--- config.mk ---
export PLATFORM = sky130hd
export DESIGN_NAME = fpa_div_stage
export DESIGN_NICKNAME = d
export VERILOG_FILES = /design/src/hw/rtl/fpa_pkg.sv /design/src/hw/rtl/fpa_div_stage.sv
export SDC_FILE = /design/constraint.sdc
export NUM_CORES = 1
export LEC_CHECK = 0
export ABC_AREA = 1
export ABC_CLOCK_PERIOD_IN_PS = 800
export BUFFER_PORTS_ARGS = -buffer_cell sky130_fd_sc_hd__buf_2
export CAP_MARGIN = 40
export CORE_AREA = 2 2 169 171
export CTS_CLUSTER_SIZE = 8
export DETAILED_ROUTE_END_ITERATION = 6
export DIE_AREA = 0 0 171 173
export PLACE_DENSITY_LB_ADDON = 0.12
export RECOVER_POWER = 100
export SYNTH_ARGS = -nofsm -noshare
export SYNTH_HDL_FRONTEND = slang
export SYNTH_SLANG_ARGS = --single-unit
--- constraint.sdc ---
create_clock -name clk_i -period 0.8 [get_ports clk_i]
set_clock_uncertainty 0.2 [all_clocks]
set_input_delay 0.04 -clock clk_i [delete_from_list [all_inputs] [get_ports clk_i]]
set_output_delay 0.04 -clock clk_i [all_outputs]
set_load 0.05 [all_outputs]
--- src/hw/rtl/fpa_pkg.sv ---
// Shared types and constants for the Q24.8 fixed-point ALU pipeline.
// No dependencies; every RTL file refers to this package by scoped names.
`default_nettype none
package fpa_pkg;

  localparam int unsigned WordBits = 32;
  localparam int unsigned FracBits = 8;
  // Divider numerator width: magnitude shifted left by the fraction bits
  localparam int unsigned NumBits  = WordBits + FracBits;
  localparam int unsigned MagBits  = 2 * WordBits + 1;

  typedef enum logic [3:0] {
    OpAdd   = 4'd0,
    OpSub   = 4'd1,
    OpMul   = 4'd2,
    OpDiv   = 4'd3,
    OpInc   = 4'd4,
    OpDec   = 4'd5,
    OpGt    = 4'd6,
    OpLt    = 4'd7,
    OpGe    = 4'd8,
    OpLe    = 4'd9,
    OpEq    = 4'd10,
    OpNe    = 4'd11,
    OpMin   = 4'd12,
    OpMax   = 4'd13,
    OpToInt = 4'd14,
    OpNone  = 4'd15
  } op_e;

  typedef enum logic [1:0] {
    ErrOk       = 2'd0,
    ErrOverflow = 2'd1,
    ErrDivZero  = 2'd2,
    ErrRsvd     = 2'd3
  } err_e;

  localparam logic [WordBits-1:0] MaxPos = {1'b0, {(WordBits-1){1'b1}}};
  localparam logic [WordBits-1:0] MinNeg = {1'b1, {(WordBits-1){1'b0}}};

  typedef struct packed {
    logic [3:0]                 kind;
    logic signed [WordBits-1:0] operand_a;
    logic signed [WordBits-1:0] operand_b;
  } req_t;

  typedef struct packed {
    logic signed [WordBits-1:0] value;
    logic                       flag;
    logic [1:0]                 error_code;
  } rsp_t;

  // Per-item control carried down the pipeline
  typedef struct packed {
    op_e                 op;
    logic                neg;
    logic [WordBits-1:0] value;
    logic                flag;
    err_e                err;
    logic [WordBits-1:0] ma;
    logic [WordBits-1:0] mb;
  } ctl_t;

  // Divider working set, one quotient bit per stage
  typedef struct packed {
    logic [WordBits-1:0] rem;
    logic [NumBits-1:0]  quo;
    logic [NumBits-1:0]  num;
  } div_t;

endpackage
`default_nettype wire

--- src/hw/rtl/fpa_div_stage.sv ---
// One restoring-divider stage: retires one quotient bit per cycle.
// Depends on fpa_pkg.
`default_nettype none
module fpa_div_stage (
  input  wire logic          clk_i,
  input  wire logic          rst_ni,
  input  wire logic          valid_i,
  input  wire fpa_pkg::ctl_t ctl_i,
  input  wire fpa_pkg::div_t div_i,
  output logic               valid_o,
  output fpa_pkg::ctl_t      ctl_o,
  output fpa_pkg::div_t      div_o
);

  localparam int unsigned W = fpa_pkg::WordBits;
  localparam int unsigned N = fpa_pkg::NumBits;

  logic          valid_q;
  fpa_pkg::ctl_t ctl_q;
  fpa_pkg::div_t div_d, div_q;
  logic [W:0]    trial;
  logic          ge;

  // Shift in the next dividend bit and subtract when the divisor fits
  assign trial = {div_i.rem, div_i.num[N-1]};
  assign ge    = trial >= {1'b0, ctl_i.mb};

  always_comb begin
    div_d.rem = ge ? W'(trial - {1'b0, ctl_i.mb}) : W'(trial);
    div_d.quo = {div_i.quo[N-2:0], ge};
    div_d.num = {div_i.num[N-2:0], 1'b0};
  end

  always_ff @(posedge clk_i or negedge rst_ni) begin
    if (!rst_ni) begin
      valid_q <= 1'b0;
    end else begin
      valid_q <= valid_i;
    end
  end

  always_ff @(posedge clk_i) begin
    ctl_q <= ctl_i;
    div_q <= div_d;
  end

  assign valid_o = valid_q;
  assign ctl_o   = ctl_q;
  assign div_o   = div_q;

endmodule
`default_nettype wire

==> results.cfg <==
[clock_network]
cts_buffers = 31
cts-root-buf = clkbuf_16
path_clk_slew_ns = 0.05
cts_sinks = 216
clock_path_buffers = 3
cts_tree = built
h-tree-depth = 1

[outcome]
status = finished, violations left
violations = hold timing, setup timing

[sta]
rsz0062_at_grt = true
setup_viol = 249
hold_violations = 183
fmax_ghz = 0.7542
final.min_clock_period_ns = 1.326
timing.hold.ws_ns = -0.6036
finalCritPeriodShare_pct = 165.7
fin_ws_ns = -0.5260
slew_viol_final = 0

[global_route]
antenna_found_initial = 3
grt_max_degree = 31
grt.total_usage_pct = 22.17
grt_overflow_total = 0
grt_pass1_vias = 9158
grt_first_pass_wirelength_um = 50980

[logic_synthesis]
syn_nets = 1122
seq_area_frac_synth_pct = 57.46
synth_top_area_share_pct = 57.12
ys_types = 32
postSynthCellCount = 870
yosysWarningCount = 0
avgSynthCellArea_um2 = 8.661
syn-cell-area_um2 = 7535
synth.area.top_cells = dfxtp_1 57%, nand2_1 14%, inv_1 7.4%, ha_1 5.3%, nand3_1 3.5%
yosys_register_bits = 216
yosysTopAreaCell = dfxtp_1

[detailed_routing]
drtIter0Drc = 324
wl_per_cell_um = 17.23
via_per_inst = 4.163
first_pass_iters = 4
postRouteAntennaNets = 0
drc_errors = 0
routed_wl_um = 34800
vias = 8409

[die]
fp.dieW_um = 171
core_um2 = 27630
initial_core_util_pct = 27.27
die_h_um = 173
dieArea_um2 = 29580
rows = 61
ioPinCount = 436

[critical_path]
path_buf_inv = 1
slowest_delay_ns = 0.40
worstPathRequired_ns = 0.56
crit_type = register to primary output
start_kind = register
end_kind = primary output
crit_family = flip-flops
crit_chain = buf_6
crit_slowest_cell = dfrtp_2
path_max_fanout = 1
cp.arrival_ns = 1.09

[cells_and_area]
fin_util_pct = 64.99
syn_to_final_growth_pct = 138.3
regArea_um2 = 4602
mostFrequentLayoutCells = 214 x dfxtp_2, 178 x buf_2, 171 x buf_8
fillCellCount = 2137
nets = 1889
multiInputGateArea_um2 = 3809
drive_above_1_share_pct = 67.48
layout_commonest_cell = dfxtp_2

[job]
maxCapViolCount = 0

[power]
p_leak_nw = 8.674
power.density_nw_per_um2 = 1976
total_power_w = 0.03548
vdd_ir_drop_max_v = 0.001597

[place]
pre_cts_ws_ns = -1.199
dp_hpwl_um = 22280
place.gp.congestion = 0.8525
io_buffers = 433

[hold_path]
hold_class = input pin to register
## logic make-up (layout without fill, tap and decap cells)
group	count (synthesis)	after routing	synth area share, %
AOI/OAI and AO/OA	24	24	1.627
xor gates and xnor gates	14	14	1.627
adders and majority gates	33	33	5.579
buffers and inverters	163	932	8.751
DFF	216	216	57.46
other	1	4	0.04977
and+or+nand+nor	419	419	24.91
## layout make-up
class | instances | area share [%]
Antenna cell | 3 | 0.04181
Clock buffer | 32 | 4.341
Clock inverter | 3 | 0.1185
Inverter | 152 | 3.428
Multi-Input combinational cell | 491 | 21.21
Sequential cell | 216 | 25.63
Tap cell | 378 | 2.634
Timing Repair Buffer | 745 | 42.60
## stage by stage
stage | setup TNS (ns) | area [µm²] | instances
after CTS | -118.15 | 17100 | 1997
final | -113.06 | 17960 | 2020
after detailed placement | -38.25 | 12150 | 1764
after global placement | -38.10 | 12150 | 1764
after global routing | -122.58 | 17950 | 2019
after floorplan | -26.47 | 8248 | 870
## sequential cells by signal, summed over array words and instances (netlist names)
| name | count |
|---|---|
| ctl_o | 104 |
| valid_o | 1 |
| div_o | 111 |
## what timing repair did
action	in CTS	in global routing
pin swaps	74	95
hold buffers	163	5
endpoints found under the setup margin	249	249
buffers inserted	35	17
resized for setup	689	196
gates cloned	2	0
hold endpoints to repair	216	203
## where the power goes
part | total, W | internal [W] | switching (W)
Sequential | 0.0124 | 0.0118 | 0.000603
Clock | 0.0112 | 0.00676 | 0.00448
Combinational | 0.0118 | 0.00562 | 0.00622
Total | 0.0355 | 0.0242 | 0.0113
## layer usage
metal | up-vias | part of all wire, % | global-route usage (%) | wire length, µm
li1 | 4159 | - | - | -
met1 | 3884 | 36 | 23.77 | 12590
met2 | 290 | 54 | 41.90 | 18860
met3 | 76 | 6.3 | 5.081 | 2196
met4 | 0 | 3.3 | 7.733 | 1158
met5 | - | 0 | 0 | 0
## final timing paths
check                           from         to  slack (ns)  cells past startpoint
max in group asynchronous     rst_ni    valid_o        0.12                      3
worst min-delay path       ctl_i[27]  ctl_o[27]       -0.60                      1
worst max-delay path         valid_o    valid_o       -0.53                      1
min in group asynchronous     rst_ni    valid_o        0.15                      3
## cells in the mapped netlist, drive strengths merged
| cell | instances |
|---|---|
| or2 | 1 |
| nand3 | 68 |
| nand2 | 282 |
| nor3 | 8 |
| inv | 152 |
| xnor2 | 1 |
| nand3b | 10 |
| and2 | 8 |
| nor2 | 40 |
| ha | 32 |
| fa | 1 |
| conb | 1 |
| buf | 11 |
| o21ai | 2 |
| dfrtp | 1 |
| o21bai | 1 |
| xor2 | 13 |
| nand4 | 2 |
| dfxtp | 215 |
| a21oi | 21 |
Power figures use the tool's default switching activity.
