[src/hw/rtl/fpa_pkg.sv]
// Shared types and constants for the Q24.8 fixed-point ALU pipeline.
// No dependencies; every RTL file refers to this package by scoped names.
`default_nettype none
package fpa_pkg;

  localparam int unsigned WordBits = 32;
  localparam int unsigned FracBits = 8;
  // Divider numerator width: magnitude shifted left by the fraction bits
  localparam int unsigned NumBits  = WordBits + FracBits;
  localparam int unsigned MagBits  = 2 * WordBits + 1;

  typedef enum logic [3:0] {
    OpAdd   = 4'd0,
    OpSub   = 4'd1,
    OpMul   = 4'd2,
    OpDiv   = 4'd3,
    OpInc   = 4'd4,
    OpDec   = 4'd5,
    OpGt    = 4'd6,
    OpLt    = 4'd7,
    OpGe    = 4'd8,
    OpLe    = 4'd9,
    OpEq    = 4'd10,
    OpNe    = 4'd11,
    OpMin   = 4'd12,
    OpMax   = 4'd13,
    OpToInt = 4'd14,
    OpNone  = 4'd15
  } op_e;

  typedef enum logic [1:0] {
    ErrOk       = 2'd0,
    ErrOverflow = 2'd1,
    ErrDivZero  = 2'd2,
    ErrRsvd     = 2'd3
  } err_e;

  localparam logic [WordBits-1:0] MaxPos = {1'b0, {(WordBits-1){1'b1}}};
  localparam logic [WordBits-1:0] MinNeg = {1'b1, {(WordBits-1){1'b0}}};

  typedef struct packed {
    logic [3:0]                 kind;
    logic signed [WordBits-1:0] operand_a;
    logic signed [WordBits-1:0] operand_b;
  } req_t;

  typedef struct packed {
    logic signed [WordBits-1:0] value;
    logic                       flag;
    logic [1:0]                 error_code;
  } rsp_t;

  // Per-item control carried down the pipeline
  typedef struct packed {
    op_e                 op;
    logic                neg;
    logic [WordBits-1:0] value;
    logic                flag;
    err_e                err;
    logic [WordBits-1:0] ma;
    logic [WordBits-1:0] mb;
  } ctl_t;

  // Divider working set, one quotient bit per stage
  typedef struct packed {
    logic [WordBits-1:0] rem;
    logic [NumBits-1:0]  quo;
    logic [NumBits-1:0]  num;
  } div_t;

endpackage
`default_nettype wire

[src/hw/rtl/fpa_back.sv]
// Back end: magnitude multiply, then rounding, sign and saturation of mul/div.
// Depends on fpa_pkg.
`default_nettype none
module fpa_back (
  input  wire logic          clk_i,
  input  wire logic          rst_ni,
  input  wire logic          valid_i,
  input  wire fpa_pkg::ctl_t ctl_i,
  input  wire fpa_pkg::div_t div_i,
  output logic               valid_o,
  output fpa_pkg::rsp_t      rsp_o
);

  localparam int unsigned W = fpa_pkg::WordBits;
  localparam int unsigned F = fpa_pkg::FracBits;
  localparam int unsigned N = fpa_pkg::NumBits;
  localparam int unsigned M = fpa_pkg::MagBits;

  logic            mul_valid_q, out_valid_q;
  fpa_pkg::ctl_t   ctl_q;
  logic [N-1:0]    quo_q;
  logic            rnd_q;
  logic [2*W-1:0]  prod_q;
  fpa_pkg::rsp_t   rsp_d, rsp_q;
  logic [M-1:0]    rounded, mag;
  logic [M-1:0]    limit;

  assign limit = M'({1'b1, {(W-1){1'b0}}});

  // Stage A: multiply magnitudes, settle the divider rounding bit
  always_ff @(posedge clk_i) begin
    ctl_q  <= ctl_i;
    quo_q  <= div_i.quo;
    rnd_q  <= {div_i.rem, 1'b0} >= {1'b0, ctl_i.mb};
    prod_q <= ctl_i.ma * ctl_i.mb;
  end

  // Stage B: round, apply sign, saturate
  assign rounded = M'({1'b0, prod_q}) + M'({1'b1, {(F-1){1'b0}}});

  always_comb begin
    mag = '0;
    if (ctl_q.op == fpa_pkg::OpMul) begin
      mag = rounded >> F;
    end else begin
      mag = M'(quo_q) + M'(rnd_q);
    end
  end

  always_comb begin
    rsp_d.value      = ctl_q.value;
    rsp_d.flag       = ctl_q.flag;
    rsp_d.error_code = ctl_q.err;
    if (ctl_q.op == fpa_pkg::OpMul || ctl_q.op == fpa_pkg::OpDiv) begin
      rsp_d.error_code = fpa_pkg::ErrOk;
      if (ctl_q.op == fpa_pkg::OpDiv && ctl_q.mb == '0) begin
        rsp_d.value      = '0;
        rsp_d.error_code = fpa_pkg::ErrDivZero;
      end else if (ctl_q.neg) begin
        if (mag > limit) begin
          rsp_d.value      = fpa_pkg::MinNeg;
          rsp_d.error_code = fpa_pkg::ErrOverflow;
        end else begin
          rsp_d.value = W'(-mag[W-1:0]);
        end
      end else begin
        if (mag >= limit) begin
          rsp_d.value      = fpa_pkg::MaxPos;
          rsp_d.error_code = fpa_pkg::ErrOverflow;
        end else begin
          rsp_d.value = mag[W-1:0];
        end
      end
    end
  end

  always_ff @(posedge clk_i) begin
    rsp_q <= rsp_d;
  end

  always_ff @(posedge clk_i or negedge rst_ni) begin
    if (!rst_ni) begin
      mul_valid_q <= 1'b0;
      out_valid_q <= 1'b0;
    end else begin
      mul_valid_q <= valid_i;
      out_valid_q <= mul_valid_q;
    end
  end

  assign valid_o = out_valid_q;
  assign rsp_o   = rsp_q;

endmodule
`default_nettype wire

[config.mk]
export PLATFORM = sky130hd
export DESIGN_NAME = fpa_back
export DESIGN_NICKNAME = d
export VERILOG_FILES = /design/src/hw/rtl/fpa_pkg.sv /design/src/hw/rtl/fpa_back.sv
export SDC_FILE = /design/constraint.sdc
export NUM_CORES = 2
export LEC_CHECK = 0
export ABC_AREA = 1
export BUFFER_PORTS_ARGS = -buffer_cell sky130_fd_sc_hd__buf_4
export CORE_MARGIN = 4
export CORE_UTILIZATION = 55
export CTS_CLUSTER_DIAMETER = 100
export DETAILED_ROUTE_END_ITERATION = 12
export PLACE_DENSITY = 0.73
export REMOVE_ABC_BUFFERS = 1
export SKIP_LAST_GASP = 1
export SLEW_MARGIN = 20
export SYNTH_ARGS = -nofsm -noshare
export SYNTH_HDL_FRONTEND = slang
export SYNTH_SLANG_ARGS = --single-unit
[constraint.sdc]
create_clock -name clk_i -period 3.8 [get_ports clk_i]
set_input_delay 0.57 -clock clk_i [delete_from_list [all_inputs] [get_ports clk_i]]
set_output_delay 0.57 -clock clk_i [all_outputs]
set_load 0.01 [all_outputs]
==> results.cfg <==
[cts]
cts_tree = done
root_buffer = clkbuf_16
cts_made_buffers = 24
htree_num_levels = 1
clk_pin_slew_worst_paths_ps = 60
clock-sinks = 207
clock_latency_ps = 540
clockBufferDepth = 3

[finish]
design_area_um2 = 58700
drive_gt1_share_pct = 23.8
ff_latch_area_um2 = 4160
fin_nets = 8263
syn2layout_area_growth_pct = 27.9
nFillCells = 6119
multiInputGateArea_um2 = 37400
fin_util_pct = 71.2

[timing]
worstMarginPinSlew_ps = 1020
fin_skew_ps = 14.9
hold_viol = 0
drv_slew = 0
slew_headroom_pct = 31.9
fmax_mhz = 154
period_needed_ps = 6490
fin_ws_ps = -2690
period_share_pct = 171
setup_viol = 57
rsz0062_at_grt = true

[die]
fp.dieW_um = 297
ioPinCount = 255
start_util_pct = 55.7
dieArea_um2 = 88100
core-area_um2 = 82400
fp-row-count = 105
die_height_um = 297

[global_route]
antenna_found_initial = 4
globalRouteOverflowTotal = 0
grt_max_degree = 63
grt_pass1_vias = 43200
grt_pass1_wl_um = 232000
grt_usage_pct = 33.0

[drt]
post_drt_wl_per_cell_um = 19.7
via_count = 42300
drtIter0Drc = 3228
avgViaCountPerCell = 5.33
antenna_left = 0
wl_um = 157000
dr.pass1.iters = 8
drc = 0

[critical_path]
crit_path_max_fanout = 7
crit_path_frequent_cell = fa_1
worstPathBufferInverterCount = 9
crit_arrival_ps = 6930
slowest_stage = fa_1
cp-end-kind = register
crit_type = input port to register
cp-start-kind = input port
worstPathRequired_ps = 4240
slowest_delay_ps = 610
crit_family = adder cells

[yosys]
syn_inst = 6218
seq_area_frac_synth_pct = 9.06
synth_area_um2 = 45900
synth-seq-cells = 207
synth.avg_cell_area_um2 = 7.38
ys.flop_type = dfxtp_1
synth-edff-count = 0
yosys_warnings = 0
synth_cell_types = 54
postSynth.asyncResetShare_pct = 0.966

[worst_hold_path]
hold_class = input port to register

[placement]
gp_congestion = 1.00
place.detailed.hpwl_um = 122000
dpl_cell_area_um2 = 52200
portBuffers = 214

[flow_run]
maxCapViolations = 0

[outcome]
violations = setup timing
status = finished, violations left
-- state kept, by name, indices dropped and copies added, names as in the netlist --
name,count
ctl_q,72
mul_valid_q,1
prod_q,57
quo_q,40
rnd_q,1
rsp_o,35
valid_o,1
-- synth_stat cells (28+ instances only) --
| master | instances | area [µm²] |
|---|---|---|
| nand2_2 | 35 | 219 |
| nand3_1 | 179 | 896 |
| nor3_1 | 28 | 140 |
| nand4_1 | 54 | 338 |
| nand2_1 | 1764 | 6620 |
| ha_1 | 295 | 3690 |
| dfxtp_1 | 205 | 4100 |
| clkbuf_1 | 229 | 860 |
| inv_1 | 1707 | 6410 |
| o21ai_0 | 86 | 430 |
| xor2_1 | 63 | 552 |
| nor2_1 | 323 | 1210 |
| fa_1 | 895 | 17900 |
| a21oi_1 | 122 | 611 |
-- cell families (layout without fill, tap and decap cells) --
family | count (synthesis) | count (layout) | synth area share [%]
AND/OR/NAND/NOR | 2470 | 2470 | 22.3
buffers and inverters | 1973 | 2623 | 16.3
adder cells (fa/ha/maj) | 1190 | 1190 | 47.1
AO/OA/AOI/OAI | 293 | 293 | 3.62
flip-flops | 207 | 207 | 9.06
XOR/XNOR | 85 | 85 | 1.62
other | 0 | 2 | 0
-- timing repair --
item                                    in CTS  in global routing
gates cloned                                 9                 15
endpoints found under the setup margin      57                 57
resized for setup                          358                775
endpoints found under the hold margin        2                  0
buffers inserted                            22                 71
pin swaps                                  132                356
hold buffers                                 1                  0
-- path summary, 6_finish.rpt --
path / cells after the start / slack (ps) / endpoint / startpoint
setup / recovery: 29 / -2690 / prod_q[60] / ctl_i[40]
hold reg to reg: 0 / 350 / valid_o / mul_valid_q
setup reg to reg: 19 / 380 / rsp_o[28] / prod_q[7]
min in group asynchronous: 2 / 390 / mul_valid_q / rst_ni
hold / removal: 1 / 130 / quo_q[8] / div_i[48]
max in group asynchronous: 2 / 3330 / valid_o / rst_ni
-- cells in the final DEF, fill, tap and decap left out, drive strengths merged, types with 9 or more instances in the layout --
cell / instances
a31oi: 9
nor3: 28
nand3b: 15
o21ai: 96
nor2: 362
xnor2: 22
a21oi: 122
clkbuf: 45
ha: 295
buf: 841
o21bai: 15
xor2: 63
dfxtp: 205
fa: 895
nand4: 54
nand3: 185
o21a: 24
nand2: 1806
inv: 1724
-- routing by layer --
metal	track usage (%)	part of all wire (%)	vias to the layer above	routed length [µm]
li1	-	-	19100	-
met2	57.1	49	2013	76000
met3	3.96	7.7	670	12100
met5	0	0	-	0
met4	16.6	7.7	0	12000
met1	41.1	36	20600	56500
-- final cells by class --
cell class	instances	share of cell area (%)
Inverter	1723	11.0
Clock buffer	31	1.17
Tap cell	1070	2.28
Timing Repair Buffer	860	14.5
Sequential cell	207	7.08
Antenna cell	2	0.00853
Clock inverter	9	0.181
Multi-Input combinational cell	4038	63.7
-- metrics by stage --
stage | setup TNS, ps | setup slack (ps) | hold WS [ps] | cells
floorplan | -120530 | -2660 | 274 | 5968
global placement | -169430 | -3630 | 311 | 7792
detailed placement | -173020 | -3700 | 340 | 7792
CTS | -130450 | -2610 | 105 | 7862
global route | -141460 | -2900 | 111 | 7940
finish | -132320 | -2690 | 128 | 7940
Power is not shown: default switching activity piles up to over one toggle a cycle in this logic, so the estimate is an artifact.
