--- config.mk ---
export PLATFORM = sky130hd
export DESIGN_NAME = fpa_front
export DESIGN_NICKNAME = d
export VERILOG_FILES = /design/src/hw/rtl/fpa_pkg.sv /design/src/hw/rtl/fpa_front.sv
export SDC_FILE = /design/constraint.sdc
export NUM_CORES = 1
export LEC_CHECK = 0
export BUFFER_PORTS_ARGS = -buffer_cell sky130_fd_sc_hd__buf_2
export CAP_MARGIN = 10
export CORE_ASPECT_RATIO = 1.75
export CORE_MARGIN = 3
export CORE_UTILIZATION = 56
export DETAILED_ROUTE_END_ITERATION = 12
export PLACE_DENSITY = 0.81
export SLEW_MARGIN = 40
export SYNTH_ARGS = -nofsm -noshare
export SYNTH_HDL_FRONTEND = slang
export SYNTH_SLANG_ARGS = --single-unit
--- constraint.sdc ---
create_clock -name clk_i -period 0.8 [get_ports clk_i]
set_input_delay 0.16 -clock clk_i [delete_from_list [all_inputs] [get_ports clk_i]]
set_output_delay 0.16 -clock clk_i [all_outputs]
set_load 0.01 [all_outputs]
--- src/hw/rtl/fpa_pkg.sv ---
// Shared types and constants for the Q24.8 fixed-point ALU pipeline.
// No dependencies; every RTL file refers to this package by scoped names.
`default_nettype none
package fpa_pkg;

  localparam int unsigned WordBits = 32;
  localparam int unsigned FracBits = 8;
  // Divider numerator width: magnitude shifted left by the fraction bits
  localparam int unsigned NumBits  = WordBits + FracBits;
  localparam int unsigned MagBits  = 2 * WordBits + 1;

  typedef enum logic [3:0] {
    OpAdd   = 4'd0,
    OpSub   = 4'd1,
    OpMul   = 4'd2,
    OpDiv   = 4'd3,
    OpInc   = 4'd4,
    OpDec   = 4'd5,
    OpGt    = 4'd6,
    OpLt    = 4'd7,
    OpGe    = 4'd8,
    OpLe    = 4'd9,
    OpEq    = 4'd10,
    OpNe    = 4'd11,
    OpMin   = 4'd12,
    OpMax   = 4'd13,
    OpToInt = 4'd14,
    OpNone  = 4'd15
  } op_e;

  typedef enum logic [1:0] {
    ErrOk       = 2'd0,
    ErrOverflow = 2'd1,
    ErrDivZero  = 2'd2,
    ErrRsvd     = 2'd3
  } err_e;

  localparam logic [WordBits-1:0] MaxPos = {1'b0, {(WordBits-1){1'b1}}};
  localparam logic [WordBits-1:0] MinNeg = {1'b1, {(WordBits-1){1'b0}}};

  typedef struct packed {
    logic [3:0]                 kind;
    logic signed [WordBits-1:0] operand_a;
    logic signed [WordBits-1:0] operand_b;
  } req_t;

  typedef struct packed {
    logic signed [WordBits-1:0] value;
    logic                       flag;
    logic [1:0]                 error_code;
  } rsp_t;

  // Per-item control carried down the pipeline
  typedef struct packed {
    op_e                 op;
    logic                neg;
    logic [WordBits-1:0] value;
    logic                flag;
    err_e                err;
    logic [WordBits-1:0] ma;
    logic [WordBits-1:0] mb;
  } ctl_t;

  // Divider working set, one quotient bit per stage
  typedef struct packed {
    logic [WordBits-1:0] rem;
    logic [NumBits-1:0]  quo;
    logic [NumBits-1:0]  num;
  } div_t;

endpackage
`default_nettype wire

--- src/hw/rtl/fpa_front.sv ---
// Front stage: decode, short operations, operand magnitudes, divider setup.
// Depends on fpa_pkg.
`default_nettype none
module fpa_front (
  input  wire logic          clk_i,
  input  wire logic          rst_ni,
  input  wire logic          valid_i,
  input  wire fpa_pkg::req_t req_i,
  output logic               valid_o,
  output fpa_pkg::ctl_t      ctl_o,
  output fpa_pkg::div_t      div_o
);

  localparam int unsigned W = fpa_pkg::WordBits;
  localparam int unsigned F = fpa_pkg::FracBits;

  logic                valid_q;
  fpa_pkg::ctl_t       ctl_d, ctl_q;
  fpa_pkg::div_t       div_d, div_q;
  logic signed [W-1:0] a, b;
  logic [W-1:0]        sum, dif;
  logic                a_lt_b, b_lt_a;

  assign a = req_i.operand_a;
  assign b = req_i.operand_b;
  assign sum = a + b;
  assign dif = a - b;
  assign a_lt_b = a < b;
  assign b_lt_a = b < a;

  // Evaluate the short operations and set up the long ones
  always_comb begin
    ctl_d       = '0;
    ctl_d.op    = fpa_pkg::op_e'(req_i.kind);
    ctl_d.err   = fpa_pkg::ErrOk;
    ctl_d.neg   = a[W-1] ^ b[W-1];
    ctl_d.ma    = a[W-1] ? W'(-a) : W'(a);
    ctl_d.mb    = b[W-1] ? W'(-b) : W'(b);
    case (fpa_pkg::op_e'(req_i.kind))
      fpa_pkg::OpAdd: begin
        ctl_d.value = sum;
        if (a[W-1] == b[W-1] && sum[W-1] != a[W-1]) begin
          ctl_d.value = a[W-1] ? fpa_pkg::MinNeg : fpa_pkg::MaxPos;
          ctl_d.err   = fpa_pkg::ErrOverflow;
        end
      end
      fpa_pkg::OpSub: begin
        ctl_d.value = dif;
        if (a[W-1] != b[W-1] && dif[W-1] != a[W-1]) begin
          ctl_d.value = a[W-1] ? fpa_pkg::MinNeg : fpa_pkg::MaxPos;
          ctl_d.err   = fpa_pkg::ErrOverflow;
        end
      end
      fpa_pkg::OpInc: begin
        if (a == fpa_pkg::MaxPos) begin
          ctl_d.value = fpa_pkg::MaxPos;
          ctl_d.err   = fpa_pkg::ErrOverflow;
        end else begin
          ctl_d.value = W'(a + 1'b1);
        end
      end
      fpa_pkg::OpDec: begin
        if (a == fpa_pkg::MinNeg) begin
          ctl_d.value = fpa_pkg::MinNeg;
          ctl_d.err   = fpa_pkg::ErrOverflow;
        end else begin
          ctl_d.value = W'(a - 1'b1);
        end
      end
      fpa_pkg::OpGt:    ctl_d.flag  = b_lt_a;
      fpa_pkg::OpLt:    ctl_d.flag  = a_lt_b;
      fpa_pkg::OpGe:    ctl_d.flag  = !a_lt_b;
      fpa_pkg::OpLe:    ctl_d.flag  = !b_lt_a;
      fpa_pkg::OpEq:    ctl_d.flag  = (a == b);
      fpa_pkg::OpNe:    ctl_d.flag  = (a != b);
      fpa_pkg::OpMin:   ctl_d.value = a_lt_b ? a : b;
      fpa_pkg::OpMax:   ctl_d.value = b_lt_a ? a : b;
      fpa_pkg::OpToInt: ctl_d.value = W'(a >>> F);
      default:          ctl_d.value = '0;
    endcase
  end

  // Load the divider with the shifted dividend magnitude
  always_comb begin
    div_d     = '0;
    div_d.num = {ctl_d.ma, {F{1'b0}}};
  end

  always_ff @(posedge clk_i or negedge rst_ni) begin
    if (!rst_ni) begin
      valid_q <= 1'b0;
    end else begin
      valid_q <= valid_i;
    end
  end

  always_ff @(posedge clk_i) begin
    ctl_q <= ctl_d;
    div_q <= div_d;
  end

  assign valid_o = valid_q;
  assign ctl_o   = ctl_q;
  assign div_o   = div_q;

endmodule
`default_nettype wire

==> results of run 1 <==
==> routing by layer <==
layer | overflow | track usage [%]
met1 | 0 | 61.01
met2 | 2 | 87.81
met3 | 1 | 36.47
met4 | 0 | 62.00
met5 | 0 | 5.517
==> stage by stage <==
stage | instance area (sq um) | hold WS [ps] | setup slack, ps
2_1_floorplan | 12920 | -135.6 | -2726
3_3_place_gp | 16260 | -65.37 | -3216
3_5_place_dp | 16260 | -58.36 | -3452
4_1_cts | 17830 | 40.38 | -2690
==> cell usage after synthesis (14+ instances only) <==
| library cell | number |
|---|---|
| xor2_1 | 23 |
| a31oi_1 | 18 |
| xnor2_1 | 109 |
| o31ai_1 | 22 |
| a211oi_1 | 17 |
| and3_1 | 17 |
| nor2b_1 | 14 |
| nand2b_1 | 23 |
| inv_1 | 66 |
| ha_1 | 67 |
| o211ai_1 | 22 |
| clkbuf_1 | 95 |
| nand2_1 | 120 |
| a21oi_1 | 113 |
| nor2_1 | 86 |
| nor4_1 | 18 |
| mux2_2 | 18 |
| a221oi_1 | 17 |
| mux2i_1 | 33 |
| dfxtp_1 | 103 |
| buf_4 | 113 |
| nor3_1 | 39 |
| o21ai_0 | 101 |
| nand3_1 | 49 |
| nand4_1 | 21 |
==> kinds of logic after synthesis <==
| group | after synthesis | share of synthesized area (%) |
|---|---|---|
| AOI/OAI and AO/OA | 440 | 25.65 |
| xor gates and xnor gates | 132 | 10.10 |
| adders and majority gates | 70 | 7.850 |
| buffers and inverters | 295 | 13.48 |
| DFF | 104 | 18.24 |
| muxes | 51 | 4.657 |
| other | 1 | 0.03277 |
| and+or+nand+nor | 451 | 20.00 |
==> repair_timing <==
item | CTS
hold buffers | 2
pin swaps | 86
buffers inserted | 44
hold endpoints to repair | 2
resized for setup | 224
cloned | 0
endpoints found under the setup margin | 233
==> flow_summary.ini, run 1 <==
[global_routing]
grt_max_degree = 51
grt_pass1_wl_microns = 106300
overflow = 3
grt_use_total_pct = 62.42
grt_pass1_vias = 18140

[place]
place.gp.congestion = 1.085
placedCellCount = 2325
port_buffers = 206
dp_hpwl_microns = 43110

[clock_network]
cts_buffer_depth = 2
h-tree-depth = 3
cts_sinks = 104
cts_made_buffers = 9
cts.root.buffer_cell = clkbuf_16

[die]
die_h_microns = 195.1
ioPinCount = 288
start_util_pct = 57.48
die_x_microns = 114.1
row_count = 68

[synth]
synthArstFlopShare_pct = 0.9615
ys_ff_latch = 104
synthCells = 1544
synthesis.area_sq_mm = 0.01144
ys_seq_area_share_pct = 18.24
synth_top_area_share_pct = 18.02
synth_edf_count = 0
avgSynthCellArea_sq_um = 7.412
yosys.area.top_type = dfxtp_1
synth.area.top_cells = dfxtp_1 18%, xnor2_1 8.3%, buf_4 7.4%
ys_warn_count = 0
synthFlopType = dfxtp_1
yosysUniqueCellTypes = 79

[run_status]
error_line = [ERROR GRT-0116] Global routing finished with congestion. Check the congestion regions in the DRC Viewer.
stop_stage = global routing (5_1_grt)
status = stopped before the end
==> inputs of run 2 (changes only) <==
Settings changed: CORE_ASPECT_RATIO 1.75 to default, CORE_UTILIZATION 56 to 40, PLACE_DENSITY 0.81 to default, PLACE_DENSITY_LB_ADDON from default to 0.15.
==> run 2 against run 1 <==
  * The flow now finishes, with violations (setup timing)
  * Synthesized cell count stayed put
  * Area after synthesis stayed put
==> flow_summary.ini, run 2 <==
[die]
dieArea_sq_mm = 0.03068
row_count = 61
ioPinCount = 288
die_x_microns = 175.2
coreArea_sq_mm = 0.02801
start_util_pct = 40.86
die_h_microns = 175.2

[sta]
drv_slew = 0
worst_slew_pin_slew_ps = 573.3
fmax_mhz = 278.2
setup_slack_ps = -2794
grt_setup_unrepaired = true
slew_headroom_pct = 61.24
finalHoldViolCount = 0
finalCritPeriodShare_pct = 449.3
finalCriticalPeriod_ps = 3594
finalSetupViolCount = 230
final.setup.tns_ps = -177370

[finish]
antenna_cells = 0
multi_input_area_sq_mm = 0.009683
drive_above_1_share_pct = 52.14
regArea_sq_mm = 0.002206
fillers = 2276
final_cell_mix = 453 x buf_4, 202 x buf_6, 94 x nand2_1
area_growth_pct = 71.05
final_common_cell = buf_4
largest_reg_flops = 71
layout.nets = 2311
final_core_util_pct = 69.89

[pwr]
cellPowerDensity_mw_per_mm2 = 1252
clkPwrFrac_pct = 19.5
power.switching_uw = 9939
switching_share_pct = 40.55
leakage_uw = 0.008734
p_total_uw = 24510
combPwrFrac_pct = 54.8
seqPwrFrac_pct = 25.7
p_int_uw = 14570
ir_drop_mv = 0.9707

[synth]
ys_warn_count = 0
ys_ff_latch = 104
yosysUniqueCellTypes = 79
synthCells = 1544
synthesis.area_sq_mm = 0.01144
ys_seq_area_share_pct = 18.24
synth.area.top_cells = dfxtp_1 18%, xnor2_1 8.3%, buf_4 7.4%
synthArstFlopShare_pct = 0.9615
netlist_top_cells_count = 120 x nand2_1, 113 x a21oi_1, 113 x buf_4, 109 x xnor2_1, 103 x dfxtp_1
yosys.area.top_type = dfxtp_1
yosysMostFrequentCell = nand2_1
synthFlopType = dfxtp_1
synth_edf_count = 0
avgSynthCellArea_sq_um = 7.412
synth_top_area_share_pct = 18.02

[min_path]
worstHoldPathType = in -> reg

[setup_path]
crit_fanout = 4
path_class = in -> reg
cp.required_ps = 1050
worst_setup_path_start_kind = input port
critPathArrivalTime_ps = 3840
end_kind = flop

[clock_network]
cts_made_buffers = 9
h-tree-depth = 3
cts_tree = yes
cts_sinks = 104
clk_pin_slew_worst_paths_ps = 90
cts_buffer_depth = 2
cts.root.buffer_cell = clkbuf_16

[route]
wl_per_cell_microns = 22.48
dr.pass1.iters = 6
vias = 14720
wl_microns = 57390
antenna_left = 0
via_per_inst = 5.767
first_iter_violations = 1688
drc_errors = 0

[global_routing]
use_met3_pct = 7.453
overflow = 0
gr-max-usage-layer = met2
grt_use_met1_pct = 49.30
grt_pass1_vias = 13340
grt_use_total_pct = 34.07
antenna_found_initial = 0
grt_max_degree = 51
grt_pass1_wl_microns = 80910
grtUsageMet2_pct = 50.35

[flow_run]
drv_cap = 0

[place]
port_buffers = 206
dp_hpwl_microns = 43330
place.gp.congestion = 1.004

[run_status]
status = finished with violations
violations = setup timing
==> run 2: cell counts after synthesis <==
Identical to the previous run, type by type.
==> run 2: worst max-delay path: stages <==
cell	delay [ps]
buf_8	100
inv_4	50
ha_4	210
a21oi_4	160
nand2_2	100
o2111ai_4	240
nor4bb_4	430
nor2_2	100
a311oi_4	250
o21bai_1	130
a21oi_2	180
fa_2	500
nand2_4	100
buf_4	120
nand2_4	50
nand2_4	90
buf_12	120
buf_8	100
nand2_2	40
a222oi_1	220
o211ai_1	140
a21oi_1	140
o211ai_1	100
==> run 2: area by class of cell <==
| type | count | share of cell area, % |
|---|---|---|
| clock inverters | 7 | 0.3387 |
| inverters | 69 | 1.579 |
| clock buffers | 9 | 1.150 |
| multi-input cells | 1225 | 49.46 |
| repair buffers | 761 | 33.78 |
| flip-flops and latches | 104 | 11.27 |
| well taps | 378 | 2.416 |
==> run 2: cell families after synthesis <==
| logic type | share of synthesized area [%] |
|---|---|
| other | 0.03277 |
| flip-flops | 18.24 |
| AO/OA/AOI/OAI | 25.65 |
| XOR/XNOR | 10.10 |
| AND/OR/NAND/NOR | 20.00 |
| adder cells (fa/ha/maj) | 7.850 |
| multiplexers | 4.657 |
| buffers and inverters | 13.48 |
==> run 2: metrics by stage <==
step	cell area (sq um)	setup slack, ps	instances	hold WS, ps
final	19580	-2794	2553	14.10
after global routing	19580	-2939	2553	11.89
after CTS	18150	-2773	2517	22.85
after detailed placement	16390	-3311	2453	-62.77
after global placement	16390	-3225	2453	-64.52
after floorplan	12920	-2726	1624	-135.6
==> run 2: path summary, 6_finish.rpt <==
check | from | to | slack [ps] | cells after the start
hold / removal | req_i[0] | ctl_o[0] | 10 | 2
min in group asynchronous | rst_ni | valid_o | 80 | 2
setup / recovery | req_i[4] | ctl_o[69] | -2790 | 23
max in group asynchronous | rst_ni | valid_o | 640 | 2
==> run 2: metal layers <==
metal,wire [microns],vias up
li1,-,6658
met3,6249,119
met4,1925,0
met1,24470,7024
met5,0,-
met2,24740,923
==> run 2: power groups by stage <==
stage | clock (uW) | sequential, uW | combinational [uW]
5_1_grt | 4980 | 6330 | 14100
2_1_floorplan | 0 | 6350 | 6080
4_1_cts | 4820 | 6110 | 12000
3_5_place_dp | 0 | 6130 | 10900
3_3_place_gp | 0 | 6120 | 10900
6_report | 4780 | 6300 | 13400
==> run 2: timing repair <==
action,in CTS,in global routing
hold buffers,2,0
gates resized for setup,279,263
setup endpoints to repair,233,233
gates cloned,1,0
pin swaps,87,81
setup buffers,46,48
hold endpoints to repair,2,0
(Power assumes the default switching activity.)
